===== config.mk =====
export PLATFORM = sky130hd
export DESIGN_NAME = photopeak_compton_event_classifier
export DESIGN_NICKNAME = d
export VERILOG_FILES = /design/src/rtl/pcec_pkg.sv /design/src/rtl/photopeak_compton_event_classifier.sv
export VERILOG_INCLUDE_DIRS = /design/src /design/src/rtl
export SDC_FILE = /design/constraint.sdc
export NUM_CORES = 1
export LEC_CHECK = 0
export BUFFER_PORTS_ARGS = -buffer_cell sky130_fd_sc_hd__buf_4
export CELL_PAD_IN_SITES_DETAIL_PLACEMENT = 1
export CELL_PAD_IN_SITES_GLOBAL_PLACEMENT = 2
export CORE_MARGIN = 2
export CORE_UTILIZATION = 25
export CTS_BUF_LIST = sky130_fd_sc_hd__clkbuf_2 sky130_fd_sc_hd__clkbuf_4 sky130_fd_sc_hd__clkbuf_8
export DETAILED_ROUTE_END_ITERATION = 10
export GPL_ROUTABILITY_DRIVEN = 0
export PLACE_DENSITY = 0.6
export SKIP_LAST_GASP = 1
export SLEW_MARGIN = 20
export SYNTH_ARGS = -nofsm -noshare
export SYNTH_HDL_FRONTEND = slang
export SYNTH_SLANG_ARGS = --single-unit

===== constraint.sdc =====
create_clock -name i_clk -period 7.75 [get_ports i_clk]
set_input_delay 1.55 -clock i_clk [delete_from_list [all_inputs] [get_ports i_clk]]
set_output_delay 1.55 -clock i_clk [all_outputs]
set_load 0.02 [all_outputs]

===== src/rtl/photopeak_compton_event_classifier_macros.svh =====
// assertion macros for the event classifier
// included by modules that carry concurrent checks; no other dependencies
`ifndef PHOTOPEAK_COMPTON_EVENT_CLASSIFIER_MACROS_SVH
`define PHOTOPEAK_COMPTON_EVENT_CLASSIFIER_MACROS_SVH

// same-cycle implication, checks off while reset is held
`define PCC_ASSERT_NOW(label, clk, rst_n, ante, cons) \
    label: assert property (@(posedge clk) disable iff (!(rst_n)) (ante) |-> (cons)) \
        else $error("classifier check failed");

// next-cycle implication
`define PCC_ASSERT_NEXT(label, clk, rst_n, ante, cons) \
    label: assert property (@(posedge clk) disable iff (!(rst_n)) (ante) |=> (cons)) \
        else $error("classifier check failed");

`endif


===== src/rtl/pcec_pkg.sv =====
// shared types and constants for the photopeak / compton event classifier
// no dependencies
package pcec_pkg;

    localparam int unsigned E_W   = 18;
    localparam int unsigned IDX_W = 8;
    localparam int unsigned CNT_W = 8;

    localparam int unsigned APB_DW = 32;
    localparam int unsigned APB_AW = 5;

    typedef enum logic [1:0] {
        KIND_PEAK_HIGH = 2'd0,
        KIND_PEAK_LOW  = 2'd1,
        KIND_COMPTON   = 2'd2
    } t_kind;

    typedef enum logic [2:0] {
        REG_WIN_HIGH_LO = 3'd0,
        REG_WIN_HIGH_HI = 3'd1,
        REG_WIN_LOW_LO  = 3'd2,
        REG_WIN_LOW_HI  = 3'd3,
        REG_HIT_THR     = 3'd4
    } t_reg_idx;

    localparam logic [E_W-1:0] RST_WIN_HIGH_LO = 18'd26188;
    localparam logic [E_W-1:0] RST_WIN_HIGH_HI = 18'd30132;
    localparam logic [E_W-1:0] RST_WIN_LOW_LO  = 18'd12564;
    localparam logic [E_W-1:0] RST_WIN_LOW_HI  = 18'd15340;
    localparam logic [E_W-1:0] RST_HIT_THR     = 18'd64;

    typedef struct packed {
        logic [E_W-1:0]   crystal_energy;
        logic             last_crystal;
        logic [IDX_W-1:0] scatter_crystal;
        logic             scatter_known;
        logic [CNT_W-1:0] compton_count;
        logic [CNT_W-1:0] photo_count;
        logic             compton_tag;
    } t_item;

    typedef struct packed {
        t_kind            event_kind;
        logic [IDX_W-1:0] crystal_a;
        logic [IDX_W-1:0] crystal_b;
        logic [E_W-1:0]   energy_a;
        logic [E_W-1:0]   energy_b;
    } t_result;

endpackage


===== src/rtl/photopeak_compton_event_classifier.sv =====
// photopeak / compton event classifier, top level
// depends on pcec_pkg and photopeak_compton_event_classifier_macros.svh
//
// Takes one crystal request per clock, in crystal order, and on the request
// marked last reports at most one result: a 440 keV photopeak, else a 218 keV
// photopeak, else a compton scatter/absorber pair. A request is held in an
// input register until it is processed, then a single short stage of compares
// updates the running maximum and hit tracking and loads the result register,
// so a result passes the input register and then the result register, which
// holds it while the output stalls. Throughput is one request per cycle; the
// input stalls only when a last request finds the result register full and
// stalled. Windows and threshold are set through the APB port at byte
// addresses 0, 4, 8, 12, 16 and should change only while the block is idle.
`include "photopeak_compton_event_classifier_macros.svh"

module photopeak_compton_event_classifier
    import pcec_pkg::*;
#(
    parameter int unsigned NUM_CRYSTALS = 256
) (
    input  logic                i_clk,
    input  logic                i_rst_n,
    // crystal requests
    input  logic                i_in_valid,
    output logic                o_in_stall,
    input  t_item               i_in,
    // results
    output logic                o_out_valid,
    input  logic                i_out_stall,
    output t_result             o_out,
    // configuration
    input  logic                psel,
    input  logic                penable,
    input  logic                pwrite,
    input  logic [APB_AW-1:0]   paddr,
    input  logic [APB_DW-1:0]   pwdata,
    output logic [APB_DW-1:0]   prdata,
    output logic                pready
);

    localparam int unsigned CW = $clog2(NUM_CRYSTALS + 1);

    // configuration registers
    logic [E_W-1:0] r_win_high_lo, r_win_high_hi, r_win_low_lo, r_win_low_hi, r_hit_thr;
    t_reg_idx       cfg_idx;
    logic           cfg_wr;

    // input stage
    logic  r_in_valid;
    t_item r_in;

    // event tracking
    logic [CW-1:0]    r_count;
    logic [E_W-1:0]   r_max_e;
    logic [IDX_W-1:0] r_max_idx;
    logic             r_max_found;
    logic [IDX_W-1:0] r_first_idx, r_second_idx;
    logic [E_W-1:0]   r_first_e, r_second_e;
    logic [1:0]       r_tally;

    logic [CW-1:0]    n_count;
    logic [E_W-1:0]   n_max_e;
    logic [IDX_W-1:0] n_max_idx;
    logic             n_max_found;
    logic [IDX_W-1:0] n_first_idx, n_second_idx;
    logic [E_W-1:0]   n_first_e, n_second_e;
    logic [1:0]       n_tally;

    // result stage
    logic    r_out_valid;
    t_result r_out;
    t_result n_out;
    logic    produced;

    logic              in_range, is_hit, pair_ok, first_is_scatter, second_is_scatter;
    logic              in_high, in_low;
    logic [CW+IDX_W-1:0] count_ext;
    logic [IDX_W-1:0]  idx;
    logic              out_free, proc_fire, accept;

    // ---------------------------------------------------------------- apb
    assign pready  = 1'b1;
    assign cfg_idx = t_reg_idx'(paddr[APB_AW-1:2]);
    assign cfg_wr  = psel && penable && pwrite && pready;

    always_ff @(posedge i_clk) begin
        if (!i_rst_n) begin
            r_win_high_lo <= RST_WIN_HIGH_LO;
            r_win_high_hi <= RST_WIN_HIGH_HI;
            r_win_low_lo  <= RST_WIN_LOW_LO;
            r_win_low_hi  <= RST_WIN_LOW_HI;
            r_hit_thr     <= RST_HIT_THR;
        end else if (cfg_wr) begin
            unique case (cfg_idx)
                REG_WIN_HIGH_LO: r_win_high_lo <= pwdata[E_W-1:0];
                REG_WIN_HIGH_HI: r_win_high_hi <= pwdata[E_W-1:0];
                REG_WIN_LOW_LO:  r_win_low_lo  <= pwdata[E_W-1:0];
                REG_WIN_LOW_HI:  r_win_low_hi  <= pwdata[E_W-1:0];
                REG_HIT_THR:     r_hit_thr     <= pwdata[E_W-1:0];
                default: ;
            endcase
        end
    end

    always_comb begin
        unique case (cfg_idx)
            REG_WIN_HIGH_LO: prdata = APB_DW'(r_win_high_lo);
            REG_WIN_HIGH_HI: prdata = APB_DW'(r_win_high_hi);
            REG_WIN_LOW_LO:  prdata = APB_DW'(r_win_low_lo);
            REG_WIN_LOW_HI:  prdata = APB_DW'(r_win_low_hi);
            REG_HIT_THR:     prdata = APB_DW'(r_hit_thr);
            default:         prdata = '0;
        endcase
    end

    // ---------------------------------------------------------------- flow
    assign out_free   = !r_out_valid || !i_out_stall;
    // only a last request needs room in the result register
    assign proc_fire  = r_in_valid && (!r_in.last_crystal || out_free);
    assign o_in_stall = r_in_valid && !proc_fire;
    assign accept     = i_in_valid && !o_in_stall;

    always_ff @(posedge i_clk) begin
        if (!i_rst_n) begin
            r_in_valid <= 1'b0;
        end else if (accept) begin
            r_in_valid <= 1'b1;
        end else if (proc_fire) begin
            r_in_valid <= 1'b0;
        end
    end

    always_ff @(posedge i_clk) begin
        if (accept) begin
            r_in <= i_in;
        end
    end

    // ---------------------------------------------------------------- tracking
    assign in_range  = r_count < CW'(NUM_CRYSTALS);
    // crystal number modulo 256
    assign count_ext = {{IDX_W{1'b0}}, r_count};
    assign idx       = count_ext[IDX_W-1:0];
    assign is_hit    = in_range && (r_in.crystal_energy > r_hit_thr);

    always_comb begin
        n_count      = r_count;
        n_max_e      = r_max_e;
        n_max_idx    = r_max_idx;
        n_max_found  = r_max_found;
        n_first_idx  = r_first_idx;
        n_first_e    = r_first_e;
        n_second_idx = r_second_idx;
        n_second_e   = r_second_e;
        n_tally      = r_tally;
        if (in_range) begin
            n_count = r_count + 1'b1;
            // strict compare keeps the first crystal on ties
            if (r_in.crystal_energy > r_max_e) begin
                n_max_e     = r_in.crystal_energy;
                n_max_idx   = idx;
                n_max_found = 1'b1;
            end
        end
        if (is_hit) begin
            case (r_tally)
                2'd0: begin
                    n_first_idx = idx;
                    n_first_e   = r_in.crystal_energy;
                    n_tally     = 2'd1;
                end
                2'd1: begin
                    n_second_idx = idx;
                    n_second_e   = r_in.crystal_energy;
                    n_tally      = 2'd2;
                end
                default: n_tally = 2'd3;
            endcase
        end
    end

    always_ff @(posedge i_clk) begin
        if (!i_rst_n) begin
            r_count      <= '0;
            r_max_e      <= '0;
            r_max_idx    <= '0;
            r_max_found  <= 1'b0;
            r_first_idx  <= '0;
            r_first_e    <= '0;
            r_second_idx <= '0;
            r_second_e   <= '0;
            r_tally      <= '0;
        end else if (proc_fire) begin
            if (r_in.last_crystal) begin
                r_count      <= '0;
                r_max_e      <= '0;
                r_max_idx    <= '0;
                r_max_found  <= 1'b0;
                r_first_idx  <= '0;
                r_first_e    <= '0;
                r_second_idx <= '0;
                r_second_e   <= '0;
                r_tally      <= '0;
            end else begin
                r_count      <= n_count;
                r_max_e      <= n_max_e;
                r_max_idx    <= n_max_idx;
                r_max_found  <= n_max_found;
                r_first_idx  <= n_first_idx;
                r_first_e    <= n_first_e;
                r_second_idx <= n_second_idx;
                r_second_e   <= n_second_e;
                r_tally      <= n_tally;
            end
        end
    end

    // ---------------------------------------------------------------- classify
    assign in_high = n_max_found && (n_max_e >= r_win_high_lo) && (n_max_e <= r_win_high_hi);
    assign in_low  = n_max_found && (n_max_e >= r_win_low_lo) && (n_max_e <= r_win_low_hi);
    assign pair_ok = (n_tally == 2'd2) && r_in.scatter_known
                     && (r_in.compton_count == CNT_W'(1)) && (r_in.photo_count == '0)
                     && r_in.compton_tag;
    assign first_is_scatter  = n_first_idx == r_in.scatter_crystal;
    assign second_is_scatter = n_second_idx == r_in.scatter_crystal;

    always_comb begin
        n_out            = '0;
        n_out.event_kind = KIND_PEAK_HIGH;
        produced         = 1'b0;
        if (in_high) begin
            n_out.crystal_a = n_max_idx;
            n_out.energy_a  = n_max_e;
            produced        = 1'b1;
        end else if (in_low) begin
            n_out.event_kind = KIND_PEAK_LOW;
            n_out.crystal_a  = n_max_idx;
            n_out.energy_a   = n_max_e;
            produced         = 1'b1;
        end else if (pair_ok && first_is_scatter) begin
            n_out.event_kind = KIND_COMPTON;
            n_out.crystal_a  = n_first_idx;
            n_out.crystal_b  = n_second_idx;
            n_out.energy_a   = n_first_e;
            n_out.energy_b   = n_second_e;
            produced         = 1'b1;
        end else if (pair_ok && second_is_scatter) begin
            n_out.event_kind = KIND_COMPTON;
            n_out.crystal_a  = n_second_idx;
            n_out.crystal_b  = n_first_idx;
            n_out.energy_a   = n_second_e;
            n_out.energy_b   = n_first_e;
            produced         = 1'b1;
        end
    end

    always_ff @(posedge i_clk) begin
        if (!i_rst_n) begin
            r_out_valid <= 1'b0;
        end else if (proc_fire && r_in.last_crystal && produced) begin
            r_out_valid <= 1'b1;
        end else if (!i_out_stall) begin
            r_out_valid <= 1'b0;
        end
    end

    always_ff @(posedge i_clk) begin
        if (proc_fire && r_in.last_crystal && produced) begin
            r_out <= n_out;
        end
    end

    assign o_out_valid = r_out_valid;
    assign o_out       = r_out;

    // ---------------------------------------------------------------- checks
    `PCC_ASSERT_NOW(a_stall_needs_item, i_clk, i_rst_n,
        o_in_stall, r_in_valid && r_in.last_crystal)
    `PCC_ASSERT_NEXT(a_event_cleared, i_clk, i_rst_n,
        proc_fire && r_in.last_crystal, r_tally == '0 && r_count == '0 && !r_max_found)
    `PCC_ASSERT_NOW(a_peak_b_zero, i_clk, i_rst_n,
        r_out_valid && r_out.event_kind != KIND_COMPTON,
        r_out.crystal_b == '0 && r_out.energy_b == '0)
    `PCC_ASSERT_NOW(a_pair_above_thr, i_clk, i_rst_n,
        r_out_valid && r_out.event_kind == KIND_COMPTON,
        r_out.energy_a > r_hit_thr && r_out.energy_b > r_hit_thr)

endmodule

======== Yosys cells after proc, flatten, opt, wreduce, memory -nomap -nowiden ========
Cells that the tools add are included.
word-level totals
  bits in latches ......................... 0
  bits of input ports ..................... 89
  flip-flop bits (word level) ............. 281
  logic and storage cells ................. 125
  memories kept ........................... 0
  memory bits (writable) .................. 0
  output and inout bits ................... 89
  memory bits (read-only) ................. 0
cells by class
  div/mod/pow operators ................... 0
  shifts and indexed selects .............. 0
  multiply operators ...................... 0
  $add $sub $neg .......................... 1
  eq/ne operators ......................... 10
  reductions and logical operators ........ 37
  bitwise logic cells ..................... 0
  mux-type cells .......................... 41
  order comparisons ....................... 7
operator list
  cell                                               number
  two-way mux 18 bit                                 11
  two-way mux 54 bit                                 2
  case mux 18 bit (5 select lines)                   1
  two-way mux 8 bit                                  10
  greater-or-equal comparator 18 bit                 2
  > comparator 18 bit                                2
  <= comparator 18 bit                               2
  two-way mux 9 bit                                  3
  logical AND 1 bit                                  18
  == test 8 bit                                      2
  AND reduction 2 bit                                6
  two-way mux 1 bit                                  11
  adder 9 x 1 -> 9 bit, second input constant        1
  less-than comparator 9 bit, second input constant  1
  == test 8 x 1 -> 1 bit, second input constant      1
  zero test 8 bit                                    1
  == test 3 x 2 -> 1 bit, second input constant      2
  zero test 1 bit                                    5
  two-way mux 2 bit                                  2
  case mux 2 bit (2 select lines)                    1
  nonzero test 2 bit                                 2
  == test 3 x 1 -> 1 bit, second input constant      1
  == test 3 bit, second input constant               1
  zero test 3 bit                                    1
  other kinds (6)                                    7

======== Longest topological paths before layout ========
Gate-level depths: netlist of the first run.
  depth in word-level cells ............... 15
  depth in mapped cells ................... 23

======== Worst setup path after synthesis of the first run ========
Ideal clock, no wire load.
  path kind ............................... flip-flop to flip-flop
  start ................................... register r_in[28] (netlist bit)
  end ..................................... register r_out, in the netlist o_out[0], enable pin
  clock period less this slack ............ 8010 ps
  required time ........................... 7218 ps
  path slack .............................. -260 ps
  stages on the path, launching flop included .. 21
  arrival ................................. 7478 ps
  cell sequence ........................... edfxtp_1 -> ha_1 -> nor2b_1 -> o21ai_0 -> a21oi_1 -> nor3_1 -> o21ai_0 -> and3_1 -> clkbuf_1 -> buf_1 -> mux2i_1 -> ha_1 -> nand2b_1 -> a21oi_1 -> o311ai_0 -> nand3_1 -> a21oi_1 -> o221a_2 -> o22a_1 -> nor3_1 -> nor3_1
between the ends
  cells in the longest elaborated chain, start to end .. 14
RTL lines
  element                                                                       RTL line                                   text
  from (decl)                                                                   photopeak_compton_event_classifier.sv:50   t_item r_in;
  from (signal assigned)                                                        photopeak_compton_event_classifier.sv:135  r_in <= i_in;
  parallel branches: the longest is 12 deep, another holds > comparator 18 bit  -
  two-way mux 1 bit (*)                                                         photopeak_compton_event_classifier.sv:231  if (in_high) begin
  logical AND 1 bit (*)                                                         photopeak_compton_event_classifier.sv:268  if (proc_fire && r_in.last_crystal && produced) begin
  to (signal assigned)                                                          photopeak_compton_event_classifier.sv:269  r_out <= n_out;
  to (decl)                                                                     photopeak_compton_event_classifier.sv:71   t_result r_out;
Every way passes the cells marked *.
A chain may end at the register's enable or synchronous reset.

======== Worst setup path after layout of the first run ========
  start ................................... register r_in[40] (netlist bit)
  end ..................................... register r_out, in the netlist o_out[6], data pin
between the ends
  cells in the longest elaborated chain, start to end .. 11
RTL lines
  element
  parallel branches: the longest is 11 deep, another holds > comparator 18 bit
Parallel ways; which one is timed is not known.

==> results of run 1 <==
==> state kept, by name (all words and copies together), names as in the netlist <==
name and cells:
r_in_valid 1, r_count 9, r_second_idx 8, r_in 45
r_max_idx 8, r_win_high_lo 18, r_first_e 18, r_win_high_hi 18
r_tally 2, r_second_e 18, r_max_found 1, o_out 54
o_out_valid 1, r_hit_thr 18, r_win_low_lo 18, r_first_idx 8
r_max_e 18, r_win_low_hi 18
==> metrics by stage <==
stage                     worst slack (ns)  hold WS [ns]  util [%]  cells  area, sq um
after global routing                0.8117        0.5028     30.59   2636        18530
after CTS                            1.258        0.4691     30.58   2635        18530
after detailed placement             1.275        0.4598     28.50   2531        17270
after global placement               1.288        0.4498     28.50   2531        17270
after floorplan                      1.415        0.4410         -   1698        15460
final                                1.210        0.4645     30.59   2636        18530
==> worst max-delay path: stages, from the launching register on <==
cell      delay, ns
edfxtp_1       0.53
ha_1           0.38
nand4_1        0.20
a21oi_1        0.27
a211oi_1       0.15
o21ai_0        0.11
and3_1         0.75
buf_4          0.34
mux2_2         0.46
ha_1           0.31
nand2_1        0.06
nor2_1         0.18
nand2_1        0.10
o21ai_0        0.33
a41oi_1        0.22
o211a_1        0.39
o22ai_4        0.18
nand3b_1       0.67
buf_4          0.48
o21ai_1        0.25
==> cell type report <==
type,instances,area [sq um]
Fill cell,6968,42050
Multi-Input combinational cell,1181,7959
Sequential cell,281,6616
Timing Repair Buffer,167,1266
Tap cell,782,978.4
Clock buffer,75,975.9
Inverter,120,450.4
Clock inverter,29,284.0
Antenna cell,1,2.502
==> cell usage in the layout (no fill, tap or decap), types with 8 or more instances in the layout <==
cell type and n:
o22ai_1 27, conb_1 15, o21ai_1 18, nor2b_1 49, xor2_1 9, mux2_2 50
buf_4 166, ha_1 109, edfxtp_1 99, clkbuf_4 9, a211oi_1 11, a21oi_1 53
nand3_1 69, nand2_1 215, or2_0 24, a22oi_1 60, nor2_1 76, mux2i_1 47
o211ai_1 36, inv_1 120, nand4_1 16, clkinv_1 9, nor3_1 9, and2_1 32
a21boi_0 70, nand2b_1 8, clkbuf_8 66, a31oi_1 30, dfxtp_1 182, o21ai_0 63
clkinv_2 9
==> cell families after synthesis <==
family / Yosys count / synth area share, %
adder cells (fa/ha/maj): 109 / 8.855
XOR/XNOR: 13 / 0.7392
buffers and inverters: 236 / 6.344
AO/OA/AOI/OAI: 411 / 17.72
AND/OR/NAND/NOR: 536 / 16.63
flip-flops: 281 / 42.96
other: 2 / 0.04876
multiplexers: 97 / 6.710
==> worst max path at each step <==
stage,start,to,slack (ns),cells past startpoint
after floorplan,r_in[28],o_out[0],1.42,20
after global placement,r_in[40],o_out[6],1.29,19
after detailed placement,r_in[40],o_out[6],1.28,19
after CTS,r_in[40],o_out[29],1.26,19
after global routing,r_in[40],o_out[29],0.81,18
final,r_in[40],o_out[6],1.21,19
==> power by group <==
group,switching (mW),total (mW),internal (mW)
clock network,0.723,1.71,0.990
registers,0.0306,1.60,1.57
logic,0.352,0.548,0.196
==> per-layer routing <==
metal | GRT usage, % | routed length [microns] | up-vias
met4 | 4.615 | 1035 | 0
met2 | 28.99 | 26200 | 186
met1 | 23.26 | 26060 | 6342
met5 | 0 | 0 | -
met3 | 2.389 | 1811 | 59
li1 | - | - | 6208
==> impl_metrics.py, run 1 <==
metrics = {
    "status": {
        "outcome": "finished, final reports clean",
    },
    "worst_setup_path": {
        "r2r_end": "o_out[6]",
        "required_ns": 8.22,
        "worstSetupPathType": "flip-flop to flip-flop",
        "worstSetupEndpointType": "flip-flop",
        "cp.arrival_ns": 7.01,
        "rrSetupSlack_ns": 1.21,
        "worstRegToRegCells": 19,
        "crit_fanout": 15,
        "regToRegStartpoint": "r_in[40]",
        "start_kind": "flip-flop",
    },
    "detailed_routing": {
        "antenna_left": 0,
        "drt_first_pass_iters": 5,
        "avgViaCountPerCell": 4.854,
        "vias": 12800,
        "post_drt_wl_per_cell_microns": 20.90,
        "wl_microns": 55100,
        "drt_iter0_markers": 641,
        "drc": 0,
    },
    "timing": {
        "slew_headroom_pct": 23.72,
        "finalSetupViolCount": 0,
        "fin_crit_sh_pct": 84.39,
        "rsz0062_at_grt": "no",
        "worst_pin_slew_ns": 1.143,
        "setup_tns_ns": 0,
        "min_period_ns": 6.540,
        "slew_violations": 0,
        "skew_ns": 0.03410,
        "hold_viol": 0,
        "max_freq_mhz": 152.9,
    },
    "global_route": {
        "grt_max_degree": 90,
        "first_global_vias": 13370,
        "overflow": 0,
        "grt_pass1_wl_microns": 83550,
        "antenna_found_initial": 1,
        "grt_use_total_pct": 17.29,
    },
    "clocking": {
        "clock-root-buffer": "clkbuf_8",
        "cts_tree": "built",
        "cts_resized": 0,
        "h-tree-depth": 2,
        "cts_buffers": 55,
        "clk_pin_slew_ns": 0.06,
        "cts_hold_buf": 0,
        "clk_latency_ns": 0.66,
        "post-cts-setup-buffers": 0,
        "cts_sinks": 281,
        "cts_buffer_depth": 3,
    },
    "worst_hold_path": {
        "hold_depth": 2,
        "hold_end": "r_max_idx[7]",
        "hold_path.class": "flip-flop to flip-flop",
        "holdCritStartpoint": "r_max_idx[7]",
    },
    "finish": {
        "syn_to_final_growth_pct": 20.33,
        "drive_gt1_share_pct": 18.08,
        "nets": 2004,
    },
    "floorplanning": {
        "io_pins": 178,
        "core_area_sq_mm": 0.06058,
        "start_util_pct": 25.42,
        "die_w_microns": 252.2,
        "fp-row-count": 90,
        "fp.dieH_microns": 252.2,
        "die_area_sq_mm": 0.06361,
    },
    "power_and_ir_drop": {
        "p_leak_nw": 6.939,
        "power.total_mw": 3.865,
        "power.density_mw_per_mm2": 208.5,
        "ir_drop_uv": 111.9,
    },
    "synthesis": {
        "avgSynthCellArea_sq_um": 9.141,
        "synth_cells": 1685,
        "synth_edf_count": 99,
        "yosysWarnings": 0,
        "synth_common_cells": "nand2_1, dfxtp_1, inv_1",
        "yosysUniqueCellTypes": 64,
        "synth_top_area_share_pct": 23.66,
        "yosysMostFrequentCell": "nand2_1",
        "synthArstFlopShare_pct": 0,
        "yosys-top-cells-area": "dfxtp_1, edfxtp_1, ha_1",
        "ys_seq_area_share_pct": 42.96,
        "ys_dominant_reg_cell": "dfxtp_1",
        "ys_ff_latch": 281,
        "syn_area_sq_mm": 0.01540,
        "yosys.area.top_type": "dfxtp_1",
    },
    "run": {
        "maxCapViolations": 0,
    },
    "placement": {
        "io_buffers": 146,
        "dp_hpwl_microns": 38420,
    },
}
Power figures use the tool's default switching activity.
==> run 2, diff against run 1 <==
PLACE_DENSITY = 0.57   (was 0.6)
clock period = 6.2 ns   (was 7.75 ns; I/O delays follow)
==> impl_metrics.py, run 2 (synthesis results as in run 1) <==
metrics = {
    "global_route": {
        "overflow": 0,
        "grt_max_degree": 102,
        "antenna_found_initial": 1,
        "grt_use_total_pct": 17.97,
        "first_global_vias": 13760,
        "grt_pass1_wl_microns": 86640,
    },
    "worst_setup_path": {
        "worstSetupPathType": "flip-flop to flip-flop",
        "rrSetupSlack_ns": 0.49,
        "crit_fanout": 42,
        "start_kind": "flip-flop",
        "worstRegToRegCells": 19,
        "required_ns": 6.51,
        "regToRegStartpoint": "r_in[40]",
        "max_stage_delay_ns": 0.54,
        "crit_chain": "ha_1 > nand4_1 > a21oi_1 > a211oi_1 > o21ai_0 > and3_1 > buf_4 > mux2_2 > ha_1 > and3_1 > nand3_1 > a2111oi_0 > o41ai_1 > nand3_1 > o221a_2 > o22a_1 > nor3_1 > nor3_4 > buf_12",
        "worstSetupEndpointType": "flip-flop",
        "cp.arrival_ns": 6.02,
        "r2r_end": "o_out[9]",
        "slowest_stage": "a2111oi_0",
    },
    "detailed_routing": {
        "drt_iter0_markers": 643,
        "vias": 12990,
        "avgViaCountPerCell": 4.891,
        "antenna_left": 0,
        "drc": 0,
        "drt_first_pass_iters": 5,
        "post_drt_wl_per_cell_microns": 21.57,
        "wl_microns": 57280,
    },
    "power_and_ir_drop": {
        "power_switching_mw": 1.353,
        "seqPwrFrac_pct": 43.0,
        "netSwitchingFraction_pct": 29.00,
        "p_clk_share_pct": 41.8,
        "p_int_mw": 3.312,
        "ir_drop_uv": 161.7,
        "p_comb_share_pct": 15.2,
        "p_leak_nw": 7.009,
        "power.density_mw_per_mm2": 250.7,
    },
    "placement": {
        "place_ws_ns": 0.6087,
        "dp_cells": 2550,
        "dp_hpwl_microns": 39950,
        "io_buffers": 146,
    },
    "floorplanning": {
        "io_pins": 178,
        "fp-row-count": 90,
        "die_area_sq_mm": 0.06361,
        "core_area_sq_mm": 0.06058,
        "start_util_pct": 25.42,
        "fp.dieH_microns": 252.2,
        "die_w_microns": 252.2,
    },
    "timing": {
        "skew_ns": 0.03736,
        "worst_pin_slew_ns": 1.029,
        "rsz0062_at_grt": "no",
        "slew_violations": 0,
        "min_period_ns": 5.715,
        "fin_crit_sh_pct": 92.17,
        "slew_headroom_pct": 31.34,
        "worst_slack_ns": 0.4854,
        "hold_viol": 0,
        "max_freq_mhz": 175.0,
        "setup_tns_ns": 0,
        "finalSetupViolCount": 0,
    },
    "worst_hold_path": {
        "hold_depth": 2,
        "holdCritStartpoint": "r_max_idx[6]",
        "hold_path.class": "flip-flop to flip-flop",
        "hold_end": "r_max_idx[6]",
    },
    "finish": {
        "layout_common_cells": "nand2_1, buf_4, dfxtp_1",
        "fill_cells": 7025,
        "final_cells": 2656,
        "drive_gt1_share_pct": 18.86,
        "nets": 2024,
        "largest_reg_flops": 54,
        "mostFrequentLayoutCell": "nand2_1",
        "syn_to_final_growth_pct": 20.82,
    },
    "clocking": {
        "h-tree-depth": 2,
        "cts_resized": 0,
        "clk_pin_slew_ns": 0.06,
        "cts_buffer_depth": 3,
        "post-cts-setup-buffers": 0,
        "cts_tree": "built",
        "clk_latency_ns": 0.66,
        "cts_hold_buf": 0,
        "cts_sinks": 281,
        "clock-root-buffer": "clkbuf_8",
        "cts_buffers": 56,
    },
    "run": {
        "maxCapViolations": 0,
    },
    "status": {
        "outcome": "finished, final reports clean",
    },
}
## run 2: cell types whose count changed in the layout (fill, tap and decap cells not counted), sizes merged
cell,before,now
clkbuf,75,85
bufinv,5,0
clkinvlp,4,2
diode,1,2
clkinv,19,16
buf,167,186
## run 2: area by class of cell
type | instances | area, sq um | share of cell area, %
clock buffer | 85 | 1051 | 5.648
tap | 782 | 978.4 | 5.258
clock inverter | 19 | 98.84 | 0.5312
inverter | 120 | 450.4 | 2.420
sequential | 281 | 6616 | 35.55
antenna | 2 | 5.005 | 0.02689
multi-input combinational | 1181 | 7963 | 42.79
timing repair buffer | 186 | 1446 | 7.772
## run 2: worst max-delay path by stage
stage | startpoint | end | slack, ns | cells past startpoint
2_1_floorplan | r_in[28] | o_out[0] | 0.67 | 20
3_3_place_gp | r_in[40] | o_out[27] | 0.67 | 19
3_5_place_dp | r_in[40] | o_out[12] | 0.61 | 19
4_1_cts | r_in[40] | o_out[9] | 0.57 | 19
5_1_grt | r_in[40] | o_out[29] | 0.24 | 19
6_report | r_in[40] | o_out[9] | 0.49 | 19
## run 2: power by group through the flow
stage / Clock [mW] / Combinational [mW] / Sequential [mW]
CTS: 2.04 / 0.719 / 2.01
global route: 2.12 / 0.781 / 2.01
finish: 1.95 / 0.708 / 2.01
global placement: 0 / 0.708 / 2.04
detailed placement: 0 / 0.714 / 2.04
floorplan: 0 / 0.408 / 2.04
## run 2: metal layers
layer | part of all wire [%] | routed length [microns] | up-vias | global-route usage [%]
li1 | - | - | 6251 | -
met1 | 47 | 26960 | 6422 | 24.03
met2 | 47 | 27100 | 221 | 30.17
met3 | 3.1 | 1765 | 97 | 2.338
met4 | 2.5 | 1452 | 0 | 5.393
met5 | 0 | 0 | - | 0
## run 2: worst max-delay path: cells and delay by family, from the launching register on
kind            cells  cell delay [ns]
compound gates      7             1.96
simple gates        7             1.25
fa+ha+maj           2             0.70
flops               1             0.53
buf+inv             2             0.48
mux                 1             0.37
## run 2: stage by stage
step	hold WS [ns]	instance area [sq um]	utilization, %	power, mW
floorplan	0.4410	15460	-	2.451
global placement	0.4498	17450	28.80	2.752
detailed placement	0.4609	17450	28.80	2.758
CTS	0.4688	18600	30.70	4.763
global route	0.4910	18610	30.72	4.912
finish	0.4650	18610	30.72	4.665
